===== src/sv/blpf_ram.sv =====
module blpf_ram #(
	parameter int DEPTH = 512,
	localparam int ADDR_W = $clog2(DEPTH)
) (
	input  logic              clk,
	input  logic              we,
	input  logic [ADDR_W-1:0] waddr,
	input  logic [7:0]        wdata,
	input  logic [ADDR_W-1:0] raddr,
	output logic [7:0]        rdata
);

	logic [7:0] mem [DEPTH];

	always_ff @(posedge clk) begin
		if (we) begin
			mem[waddr] <= wdata;
		end
		rdata <= mem[raddr];
	end

endmodule


===== config.mk =====
export PLATFORM = sky130hd
export DESIGN_NAME = blpf_ram
export DESIGN_NICKNAME = d
export VERILOG_FILES = /design/src/sv/blpf_ram.sv
export SDC_FILE = /design/constraint.sdc
export NUM_CORES = 2
export LEC_CHECK = 0
export ABC_CLOCK_PERIOD_IN_PS = 6500
export BUFFER_PORTS_ARGS = -buffer_cell sky130_fd_sc_hd__buf_2
export CORE_ASPECT_RATIO = 2
export CORE_UTILIZATION = 50
export CTS_BUF_LIST = sky130_fd_sc_hd__clkbuf_16
export DETAILED_ROUTE_END_ITERATION = 7
export MAX_ROUTING_LAYER = met4
export PLACE_DENSITY = 0.65
export RECOVER_POWER = 100
export REMOVE_ABC_BUFFERS = 1
export SLEW_MARGIN = 40
export SYNTH_ARGS = -nofsm -noshare
export SYNTH_HDL_FRONTEND = slang
export SYNTH_SLANG_ARGS = --single-unit

===== constraint.sdc =====
create_clock -name clk -period 6.5 [get_ports clk]
set_input_delay 0.975 -clock clk [delete_from_list [all_inputs] [get_ports clk]]
set_output_delay 0.975 -clock clk [all_outputs]
set_load 0.1 [all_outputs]

Yosys cells after proc, flatten, opt, wreduce, memory -nomap -nowiden. Memory sizes are Yosys's and may differ from the RTL's. A register that Yosys moved wholly into a read port is not among the register bits. Cells that the tools add are included.

Flip-flop bits (word level): 0. Word-level logic and storage cells: 3. Memories: 1. RAM bits: 4096.

Memory list: mem (depth 512, width 8, read ports 1, clocked after Yosys merged registers in 1, wr ports 1, RTL line 13) `logic [7:0] mem [DEPTH];`.

Multiplexer cells: 2.

Operators with widths (number): $mux W1 (2).

Longest topological paths before layout.
Depth in word-level cells: 2. Gate-level depth with buffers: 12. Depth with buffers taken out: 7.

Least setup slack after synthesis. Ideal clock, no wire load.

Kind: input -> register. From: input port raddr[0]. To: register rdata[0] (read register of mem). Required time: 6.382 ns. Arrival: 2.829 ns. Setup time: 0.118 ns. Path buffers: 4. Stages: 10. Slack: 3.553 ns. Cells stage by stage: buf_4 > buf_12 > buf_12 > buf_2 > mux4_2 > o21ai_0 > nand3_1 > nand4_1 > o21ai_0 > o2111a_1.

RTL lines: start: declaration (RTL line 9) `input logic [ADDR_W-1:0] raddr,`; end: declaration (RTL line 10) `output logic [7:0] rdata`.

Final worst setup path.
From: input port waddr[1]. To: memory mem[209][1], enable pin.

RTL lines: start: declaration (RTL line 7) `input logic [ADDR_W-1:0] waddr,`; end: declaration (RTL line 13).

Straight into the memory's write port.

==> reports/metrics.cfg <==
[outcome]
status=complete, but fails checks
violations=capacitance limit, slew limit

[critical_path]
crit_chain=clkbuf_1 > nor2b_1 > nand2_1 > clkbuf_1 > nor2_1
r2r-start=mem[272][4]$_DFFE_PP_
reg2reg_slack_ns=3.40
worstSetupStartpointType=input pin
cp_slowest_cell=clkbuf_1
critPathArrivalTime_ns=5.95
critPathKind=in -> reg
end_kind=flop
worstPathRequired_ns=6.90
max_stage_delay_ns=2.25
cp_max_fo=18
cpMostUsedCell=clkbuf_1
rr_endpoint=rdata[4]$_DFF_P_
reg2reg_depth=9

[synth]
async_flop_share_pct=0
synth.most_common_cell=edfxtp_1
ys.flop_type=edfxtp_1
synth_area_leader_cell=edfxtp_1
ys_seq_elements=4104
yosysSeqAreaShare_pct=77.0
synth_area_leaders=edfxtp_1 77%, mux4_2 9.2%, mux2i_1 5.0%
synth_top_area_share_pct=76.9
synth_common_cells=4096 x edfxtp_1, 797 x mux2i_1, 654 x mux4_2
syn_area_per_cell_um2=19.9
synth.cell_area_mm2=0.160
synth_cell_types=51
netlist_instances=8030
yosys_warnings=0
synth_edf_count=4096

[drt]
wire_per_inst_um=35.4
drt_iter0_drc=7935
drt_wl_total_mm=443
firstDrtPassIters=6
dr_total_vias=80400
drc=0
routed_via_density=6.42
drtAntennaViolNets=0

[die]
die_width_um=402
coreArea_mm2=0.318
start_util_pct=50.3
fp-row-count=293
die_h_um=802
dieArea_mm2=0.322
ioPinCount=36

[placement]
place_area_mm2=0.165
port_buffers=35
place_ws_ns=1.29
gp_congestion=0.988
dpl.hpwl_mm=288

[clock_tree]
clk_path_buf_depth=4
clk_latency_ns=0.93
htree_levels=5
ctsResizeCount=0
ctsHoldBuffers=0
cts_tree=yes
clock_sinks=4104
post-cts-setup-buffers=0
cts_buffers=336
root_buffer=clkbuf_16
clk_pin_slew_ns=0.06

[hold_path]
hold_class=in -> reg
hp-start=wdata[1]
min_to=mem[69][1]$_DFFE_PP_
holdPathStages=1

[grt]
antenna_found_initial=22
grt-ovfl-total=0
track_usage_pct=28.2
grt_pass1_vias=83000
grt_max_degree=190
grt_pass1_wl_mm=621

[sta]
worstMarginPinSlew_ns=5.03
hold_viol=0
fmax_mhz=180
final.setup.tns_ns=0
holdWs_ns=0.586
worst_slack_ns=0.954
period_needed_ns=5.55
fin_crit_sh_pct=85.3
skew_ns=0.0550
setup_viol=0
drv_slew=1833
rsz0062_at_grt=no
maxSlewHeadroom_pct=-235

[job]
cap_violations=41

[finish]
final_cell_area_mm2=0.175
nets=8142
area_growth_syn_to_layout_pct=9.63
drive_gt1_share_pct=16.7

[pwr]
power.density_mw_per_mm2=295
irDropWorstVdd_mv=0.261
total_power_w=0.0517
p_leak_nw=54.9

## per-stage QoR
step / utilization [%] / cells
after global routing: 55.1 / 12500
final: 55.1 / 12500
after floorplan: - / 7517
after detailed placement: 51.9 / 11900
after CTS: 55.1 / 12500
after global placement: 51.7 / 11900
## worst max-delay path by stage
stage | from | endpoint | slack [ns] | depth (start not counted)
6_report | waddr[1] | mem[209][1]$_DFFE_PP_ | 0.95 | 5
2_1_floorplan | raddr[2] | rdata[6]$_DFF_P_ | -3.11 | 7
3_5_place_dp | raddr[0] | rdata[7]$_DFF_P_ | 1.29 | 11
3_3_place_gp | raddr[0] | rdata[4]$_DFF_P_ | 0.58 | 10
5_1_grt | raddr[0] | rdata[5]$_DFF_P_ | 1.06 | 10
4_1_cts | raddr[0] | rdata[7]$_DFF_P_ | 2.24 | 11
## layout make-up
type                            count  area, µm²
Sequential cell                  4104     123000
Fill cell                       23900     143000
Clock inverter                    249       1730
Inverter                            3       18.8
Tap cell                         4130       5170
Clock buffer                      341       8530
Timing Repair Buffer              259       2520
Multi-Input combinational cell   3410      34100
Antenna cell                       28       70.1
## critical path, delay by kind of cell
kind	cells	cell delay, ns
AND/OR/NAND/NOR	3	2.45
buffers and inverters	2	2.49
## metal layers
metal	vias up	part of all wire [%]	GRT usage (%)
met5	-	0	-
met4	0	9.2	21.2
met3	1171	5.6	3.71
met2	3380	54	49.9
met1	42300	31	28.2
li1	33500	-	-
## where the power goes
part | internal, W | switching [W]
clock | 0.0104 | 0.00924
combinational | 0.000832 | 0.00198
sequential | 0.0291 | 0.0000447
## state kept, by name, summed over array words and instances (netlist names)
register / count
mem: 4096
rdata: 8
## logic make-up after synthesis
logic type / share of synthesized area [%]
flops: 77.0
compound gates: 4.31
mux: 14.2
buf+inv: 1.85
simple gates: 2.63
## layout by cell type (no fill, tap or decap), types with 7 or more instances in the layout
| master | netlist | routed |
|---|---|---|
| clkbuf_1 | 265 | 43 |
| a21oi_1 | 194 | 192 |
| nand4_1 | 32 | 32 |
| nand3_1 | 36 | 36 |
| nor4_1 | 36 | 23 |
| clkinv_1 | 0 | 74 |
| a22oi_1 | 61 | 60 |
| nand2_1 | 111 | 103 |
| o22ai_1 | 163 | 163 |
| nor3_2 | 0 | 10 |
| buf_12 | 5 | 36 |
| inv_6 | 0 | 9 |
| inv_1 | 2 | 67 |
| clkbuf_16 | 0 | 341 |
| nor3_1 | 109 | 98 |
| buf_16 | 0 | 12 |
| dfxtp_1 | 8 | 8 |
| and2_1 | 20 | 18 |
| o31ai_1 | 13 | 13 |
| a211oi_1 | 17 | 17 |
| o21ai_0 | 118 | 94 |
| bufinv_16 | 0 | 22 |
| clkinv_2 | 0 | 63 |
| o2111a_1 | 8 | 8 |
| nor2_1 | 597 | 594 |
| diode_2 | 0 | 28 |
| buf_6 | 64 | 16 |
| mux4_2 | 654 | 654 |
| o21ai_1 | 1 | 9 |
| o21ai_2 | 0 | 15 |
| buf_4 | 70 | 131 |
| buf_2 | 57 | 11 |
| mux2i_1 | 797 | 796 |
| o221ai_1 | 371 | 371 |
| nor4_2 | 0 | 13 |
| clkinvlp_4 | 0 | 8 |
| edfxtp_1 | 4096 | 4096 |
| nor3b_1 | 8 | 7 |
No activity file was read; power rests on OpenSTA's default activity.
