File: config.mk
export PLATFORM = sky130hd
export DESIGN_NAME = blpf_stepper
export DESIGN_NICKNAME = d
export VERILOG_FILES = /design/src/sv/blpf_pkg.sv /design/src/sv/blpf_stepper.sv
export SDC_FILE = /design/constraint.sdc
export NUM_CORES = 1
export LEC_CHECK = 0
export ABC_AREA = 1
export BUFFER_PORTS_ARGS = -buffer_cell sky130_fd_sc_hd__buf_2
export CAP_MARGIN = 20
export CORE_MARGIN = 3
export CORE_UTILIZATION = 41
export DETAILED_ROUTE_END_ITERATION = 10
export GPL_ROUTABILITY_DRIVEN = 0
export SLEW_MARGIN = 20
export SYNTH_ARGS = -nofsm -noshare
export SYNTH_HDL_FRONTEND = slang
export SYNTH_SLANG_ARGS = --single-unit
File: constraint.sdc
create_clock -name clk -period 11.8 [get_ports clk]
set_input_delay 1.77 -clock clk [delete_from_list [all_inputs] [get_ports clk]]
set_output_delay 1.77 -clock clk [all_outputs]
set_load 0.01 [all_outputs]
File: src/sv/blpf_pkg.sv
package blpf_pkg;

	typedef enum logic [1:0] {
		CMD_PUT  = 2'd0,
		CMD_LINE = 2'd1,
		CMD_FILL = 2'd2,
		CMD_READ = 2'd3
	} command_t;

	typedef enum logic [2:0] {
		ST_SWEEP,
		ST_IDLE,
		ST_DRAW,
		ST_DRAIN,
		ST_READ
	} state_t;

	typedef struct packed {
		command_t    command;
		logic [7:0]  x0;
		logic [7:0]  y0;
		logic [7:0]  x1;
		logic [7:0]  y1;
		logic        color;
		logic [7:0]  fill_value;
		logic [8:0]  byte_index;
	} request_t;

	typedef struct packed {
		logic [7:0] read_data;
		logic       accepted;
	} result_t;

	typedef struct packed {
		logic       valid;
		logic       last;
		logic [7:0] x;
		logic [7:0] y;
	} pixel_t;

	localparam int COORD_W = 8;
	localparam int ERR_W = 10;
	localparam int PAGE_SHIFT = 3;

endpackage

File: src/sv/blpf_stepper.sv
module blpf_stepper (
	input  logic                clk,
	input  logic                arst_n,
	input  logic                load,
	input  logic [7:0]          x0,
	input  logic [7:0]          y0,
	input  logic [7:0]          x1,
	input  logic [7:0]          y1,
	output blpf_pkg::pixel_t    pix
);

	logic                           active_q;
	logic [blpf_pkg::COORD_W-1:0]   x_q, y_q, xe_q, ye_q, dx_q, dy_q;
	logic                           sx_q, sy_q;
	logic signed [blpf_pkg::ERR_W-1:0] err_q;

	logic                           at_end;
	logic signed [blpf_pkg::ERR_W-1:0] dxs, dys, err_next;
	logic                           step_x, step_y;
	logic [blpf_pkg::COORD_W-1:0]   ldx, ldy;

	always_comb begin
		at_end = (x_q == xe_q) && (y_q == ye_q);
		dxs = $signed({2'b00, dx_q});
		dys = $signed({2'b00, dy_q});
		step_x = err_q > -dxs;
		step_y = err_q < dys;
		err_next = err_q - (step_x ? dys : '0) + (step_y ? dxs : '0);
		ldx = (x0 < x1) ? (x1 - x0) : (x0 - x1);
		ldy = (y0 < y1) ? (y1 - y0) : (y0 - y1);
		pix.valid = active_q;
		pix.last = at_end;
		pix.x = x_q;
		pix.y = y_q;
	end

	always_ff @(posedge clk or negedge arst_n) begin
		if (!arst_n) begin
			active_q <= 1'b0;
		end else if (load) begin
			active_q <= 1'b1;
		end else if (active_q && at_end) begin
			active_q <= 1'b0;
		end
	end

	always_ff @(posedge clk) begin
		if (load) begin
			x_q <= x0;
			y_q <= y0;
			xe_q <= x1;
			ye_q <= y1;
			dx_q <= ldx;
			dy_q <= ldy;
			sx_q <= x0 < x1;
			sy_q <= y0 < y1;
			if (ldx > ldy) begin
				err_q <= $signed({3'b000, ldx[7:1]});
			end else begin
				err_q <= -$signed({3'b000, ldy[7:1]});
			end
		end else if (active_q && !at_end) begin
			err_q <= err_next;
			if (step_x) begin
				x_q <= sx_q ? x_q + 8'd1 : x_q - 8'd1;
			end
			if (step_y) begin
				y_q <= sy_q ? y_q + 8'd1 : y_q - 8'd1;
			end
		end
	end

endmodule
### Word level (Yosys, flattened, before mapping)

Cells that the tools add are included.

* add/subtract/negate cells: 12
* equality and inequality tests: 2
* multiplexer cells: 17
* magnitude comparators: 5
* reductions and logical operators: 10

Operator list (count)
* two-way mux 8 bit: 12
* subtractor 8 bit: 4
* two-way mux 10 bit: 3
* adder 8 x 1 -> 8 bit, second input constant: 2
* equality test 8 bit: 2
* < comparator 8 bit: 2
* subtractor 8 x 1 -> 8 bit, second input constant: 2
* adder 10 x 8 -> 10 bit: 1
* > comparator 10 bit: 1
* < comparator 10 x 9 -> 1 bit: 1
* negation 7 -> 10 bit: 1
* negation 8 -> 10 bit: 1
* subtractor 10 x 8 -> 10 bit: 1
* > comparator 8 bit: 1
* nonzero test 2 bit: 4
* AND reduction 2 bit: 2
* logical AND 1 bit: 3
* two-way mux 1 bit: 2
* logical NOT 1 bit: 1

* logic and storage cells: 56
* bits in registers: 61

### Depth between registers and ports, before layout

* word-level depth: 7
* mapped depth: 27
* depth with buffers taken out: 27

### Worst setup path before layout

OpenSTA, ideal clock, no wires.

* path type: in2reg
* start: input x0[0]
* end: register err_q[2] in the netlist's numbering, data pin
* buffers on the path: 0
* slack: 7.345 ns
* data arrival time: 4.191 ns
* library setup time: 0.265 ns
* stages: 22
* required time: 11.535 ns
* cells stage by stage: inv_1 > ha_1 > inv_1 > fa_1 > nand3_1 > nand2_1 > nand4_1 > nand2_2 > inv_1 > nand2_1 > nand2_1 > inv_1 > ha_1 > a21oi_1 > o21ai_0 > a21o_1 > nand2_1 > nand2_1 > inv_1 > o21ai_0 > o21ai_0 > a21oi_1

* word-level cells in the longest chain between the ends: 5
* elaborated cells on any way between the ends: 7

Ends and longest elaborated chain
* from (decl): RTL line blpf_stepper.sv:5 `input logic [7:0] x0,`
* subtractor 8 bit or < comparator 8 bit (tied branches): RTL line blpf_stepper.sv:29 `ldx = (x0 < x1) ? (x1 - x0) : (x0 - x1);`
* two-way mux 8 bit (*): RTL line blpf_stepper.sv:29
* via ldx (one bit): RTL line blpf_stepper.sv:20 `logic [blpf_pkg::COORD_W-1:0] ldx, ldy;`
* > comparator 8 bit (*): RTL line blpf_stepper.sv:57 `if (ldx > ldy) begin`
* two-way mux 10 bit (*): RTL line blpf_stepper.sv:57
* two-way mux 10 bit (*): RTL line blpf_stepper.sv:48 `if (load) begin`
* to (signal assigned): RTL line blpf_stepper.sv:58 `err_q <= $signed({3'b000, ldx[7:1]});`
* to (signal assigned): RTL line blpf_stepper.sv:60 `err_q <= -$signed({3'b000, ldy[7:1]});`
* to (signal assigned): RTL line blpf_stepper.sv:63 `err_q <= err_next;`
* to (decl): RTL line blpf_stepper.sv:15 `logic signed [blpf_pkg::ERR_W-1:0] err_q;`

The timed path passes the listed nets; every way through them passes the cells marked *.
A chain may end at the register's enable or synchronous reset.

### Worst setup path in the final report

* start: register dx_q[2] in the netlist's numbering
* end: register err_q[6] in the netlist's numbering, data pin

* word-level cells in the longest chain between the ends: 7
* elaborated cells on any way between the ends: 8

Ends and longest elaborated chain
* from (decl): RTL line blpf_stepper.sv:13 `logic [blpf_pkg::COORD_W-1:0] x_q, y_q, xe_q, ye_q, dx_q, dy_q;`
* from (signal assigned): RTL line blpf_stepper.sv:53 `dx_q <= ldx;`
* negation 8 -> 10 bit: RTL line blpf_stepper.sv:26 `step_x = err_q > -dxs;`
* > comparator 10 bit: RTL line blpf_stepper.sv:26
* two-way mux 8 bit: RTL line blpf_stepper.sv:28 `err_next = err_q - (step_x ? dys : '0) + (step_y ? dxs : '0);`
* subtractor 10 x 8 -> 10 bit: RTL line blpf_stepper.sv:28
* adder 10 x 8 -> 10 bit (*): RTL line blpf_stepper.sv:28
* two-way mux 10 bit (*): RTL line blpf_stepper.sv:62 `end else if (active_q && !at_end) begin`
* two-way mux 10 bit (*): RTL line blpf_stepper.sv:48

Every way passes the cells marked *; elsewhere a longest branch is shown, timed or not. The select of a mux whose other input is x is not followed.

==> flow_summary.toml <==
[clocking]
h-tree-depth = 3
clock_latency_ns = 0.34
post_cts_buffers = 0
ctsResizeCount = 0
clk_path_buf_depth = 2
postCtsHoldBufs = 0
numCtsBuffers = 9
path_clk_slew_ns = 0.06
cts_tree = "done"
cts_sinks = 61
clockRootBuffer = "clkbuf_16"

[global_route]
overflow = 0
first_global_vias = 5010
grt_pass1_wl_mm = 25.0
grt.total_usage_pct = 18.9
antenna_found_initial = 0
grt_max_degree = 62

[pwr]
p_sw_mw = 0.851
internal_power_mw = 0.941
share_comb_of_total_power_pct = 61.9
leakagePower_nw = 3.58
p_clk_share_pct = 15.1
report.power.total_mw = 1.79
irDropWorstVdd_uv = 127
p_sw_share_pct = 47.5
powerDensity_mw_per_mm2 = 258
seq_power_share_pct = 23.0

[routing]
drc_errors = 0
wl_met3_um = 575
m1WireLength_mm = 7.51
routed_wl_mm = 15.2
dr.max_layer_used = "met4"
dr_total_vias = 5184
dr_wl_met2_mm = 6.69
wl_per_cell_um = 14.7
vias_per_cell = 5.01
drtIter0Drc = 247
postRouteAntennaNets = 0
dr.pass1.iters = 5

[timing]
slew_violations = 0
setup_viol_count_final = 0
fmax_mhz = 207
worst_pin_slew_ns = 0.832
rsz0062_at_grt = "false"
hold_viol = 0
setup_tns_ns = 0
period_needed_ns = 4.83
maxSlewHeadroom_pct = 44.5
worst_clock_skew_ns = 0.0100
fin_crit_sh_pct = 40.9
whs_ns = 0.576

[place]
io_buffers = 52
dpl.hpwl_mm = 12.3
placed_cells = 1018

[worst_setup_path]
slowest_stage = "fa_1"
worst-path-buf-inv = 1
cp_max_fo = 9
cp.arrival_ns = 5.04
critPathLaunchType = "register"
max_stage_delay_ns = 0.52
crit_top_cell = "nand2_1"
r2r_cells = 23
path_class = "reg2reg"
worstPathRequired_ns = 12.01
crit_chain = "nor3_1, nor3b_1, nand2_1, nor2_1, xor2_1, ha_1, a21oi_1, a21boi_0, o21ai_0, nand2_1, nor2_1, fa_1, fa_1, o21ai_0, nand2_1, nand2_1, nand2_1, nand2_1, xor2_1, nor2_1, a21oi_1, nand2_1, inv_1"
critPathTopFamily = "simple AND/OR/NAND/NOR gates"
crit_path_end_kind = "register"
crit_cells = 23

[logic_synthesis]
yosysUniqueCellTypes = 49
ys_seq_elements = 61
synthesis.area_mm2 = 0.00621
synth-async-reset-ratio_pct = 1.64
ys_warn_count = 0
ys_seq_area_share_pct = 29.4
synth_ff_type = "edfxtp_1"
netlist_instances = 792
synth.avg_cell_area_um2 = 7.85
synth_fp_nets = 921
synth_edf_count = 60

[floorplan]
rows = 44
die_w_um = 129
pin_count = 53
core_mm2 = 0.0147
die_y_um = 129
die_area_mm2 = 0.0167
initial_utilization_pct = 42.3

[cells_and_area]
antennaDiodeCount = 0
final_layout_size_suffix_gt1_share_pct = 12.7
final_util_pct = 47.3
fillers = 1461
area_delta_synth_final_pct = 11.8
final_nets = 974
instances_no_fill = 1034

[run]
max_cap_violations = 0

[status]
outcome = "completed"

[hold_path]
min_path_type = "reg2reg"
hold_depth = 2
-- placed cells by master, fill, tap and decap left out, types with 3 or more instances in the layout --
| cell type | Yosys | routed |
|---|---|---|
| nand2_1 | 189 | 189 |
| edfxtp_1 | 60 | 60 |
| o21ai_0 | 34 | 34 |
| nor3_1 | 9 | 9 |
| inv_2 | 4 | 4 |
| nand4_1 | 13 | 13 |
| o211ai_1 | 3 | 3 |
| o22ai_1 | 4 | 4 |
| nand2_4 | 4 | 4 |
| xor2_1 | 28 | 28 |
| inv_1 | 149 | 149 |
| o21bai_1 | 5 | 5 |
| ha_1 | 80 | 80 |
| nand2_2 | 17 | 17 |
| fa_1 | 14 | 14 |
| buf_2 | 2 | 52 |
| a21oi_1 | 40 | 40 |
| nor2_1 | 34 | 34 |
| clkinv_2 | 1 | 4 |
| nand3b_1 | 3 | 3 |
| xnor2_1 | 17 | 17 |
| clkbuf_16 | 0 | 9 |
| nand3_1 | 37 | 37 |
| a21boi_0 | 3 | 3 |
-- tightest hold or removal path: stages, from the launching register on --
cell and delay [ns]:
dfrtp_1 0.34, nand2_1 0.12, nand2_1 0.09
-- sequential cells by signal (all words and copies together) (netlist names) --
name,count
sx_q,1
err_q,10
ye_q,8
y_q,8
dy_q,8
dx_q,8
xe_q,8
x_q,8
active_q,1
sy_q,1
-- synthesized netlist by cell type (2+ instances only) --
cell type / instances / area (um^2)
clkbuf_1: 6 / 22.5
nand3_1: 37 / 185
nor4_1: 2 / 12.5
nor3b_1: 2 / 15.0
or2_2: 2 / 12.5
nor2_2: 2 / 12.5
a21o_1: 2 / 15.0
ha_1: 80 / 1000
xnor2_1: 17 / 149
buf_6: 2 / 22.5
xor2_1: 28 / 245
buf_4: 2 / 15.0
a21boi_0: 3 / 22.5
buf_2: 2 / 10.0
o22ai_1: 4 / 25.0
nand4_1: 13 / 81.3
nor2_1: 34 / 128
fa_1: 14 / 280
a21oi_1: 40 / 200
nor3_1: 9 / 45.0
nand2_1: 189 / 709
o21bai_1: 5 / 37.5
inv_2: 4 / 15.0
o221ai_1: 2 / 17.5
nand3_2: 2 / 20.0
nand3b_1: 3 / 22.5
nand2_4: 4 / 45.0
a2bb2oi_1: 2 / 17.5
nand2_2: 17 / 106
edfxtp_1: 60 / 1800
o21ai_1: 2 / 10.0
o211ai_1: 3 / 22.5
o21ai_0: 34 / 170
inv_1: 149 / 559
-- area by class of cell --
cell class | count | area [um^2] | share of cell area [%]
multi-input combinational | 565 | 3740 | 53.8
sequential | 61 | 1830 | 26.3
inverter | 154 | 579 | 8.33
timing repair buffer | 54 | 275 | 3.96
clock buffer | 10 | 239 | 3.44
tap | 184 | 230 | 3.31
clock inverter | 6 | 61.3 | 0.882
-- metal layers --
| layer | track usage [%] | vias up |
|---|---|---|
| li1 | - | 2677 |
| met1 | 27.4 | 2346 |
| met2 | 28.9 | 135 |
| met3 | 2.18 | 26 |
| met4 | 7.41 | 0 |
| met5 | 0 | - |
-- kinds of logic after synthesis --
logic type               count (synthesis)  share of synthesized area [%]
adder cells (fa/ha/maj)                 94                           20.6
buffers and inverters                  166                           10.4
flip-flops                              61                           29.4
XOR/XNOR                                45                           6.34
AO/OA/AOI/OAI                          106                           10.0
AND/OR/NAND/NOR                        320                           23.2
-- path summary, 6_finish.rpt --
| kind | end | slack (ns) | start |
|---|---|---|---|
| worst max register to register | err_q[6] | 6.97 | dx_q[2] |
| min in group asynchronous | active_q | 1.20 | arst_n |
| worst min register to register | active_q | 0.58 | active_q |
| worst min-delay path | active_q | 0.58 | active_q |
| worst max-delay path | err_q[6] | 6.97 | dx_q[2] |
| max in group asynchronous | active_q | 10.52 | arst_n |
-- power groups by stage --
stage | clock [mW] | sequential [mW] | combinational (mW)
floorplan | 0 | 0.402 | 0.821
global placement | 0 | 0.418 | 1.09
detailed placement | 0 | 0.418 | 1.09
CTS | 0.273 | 0.413 | 1.10
global route | 0.281 | 0.422 | 1.28
finish | 0.270 | 0.412 | 1.11
-- through the flow --
step | instance area (um^2) | setup WS [ns]
after detailed placement | 6650 | 6.67
after floorplan | 6210 | 7.34
final | 6950 | 6.97
after global placement | 6650 | 6.67
after CTS | 6950 | 6.98
after global routing | 6950 | 6.64
(Power assumes the default switching activity.)
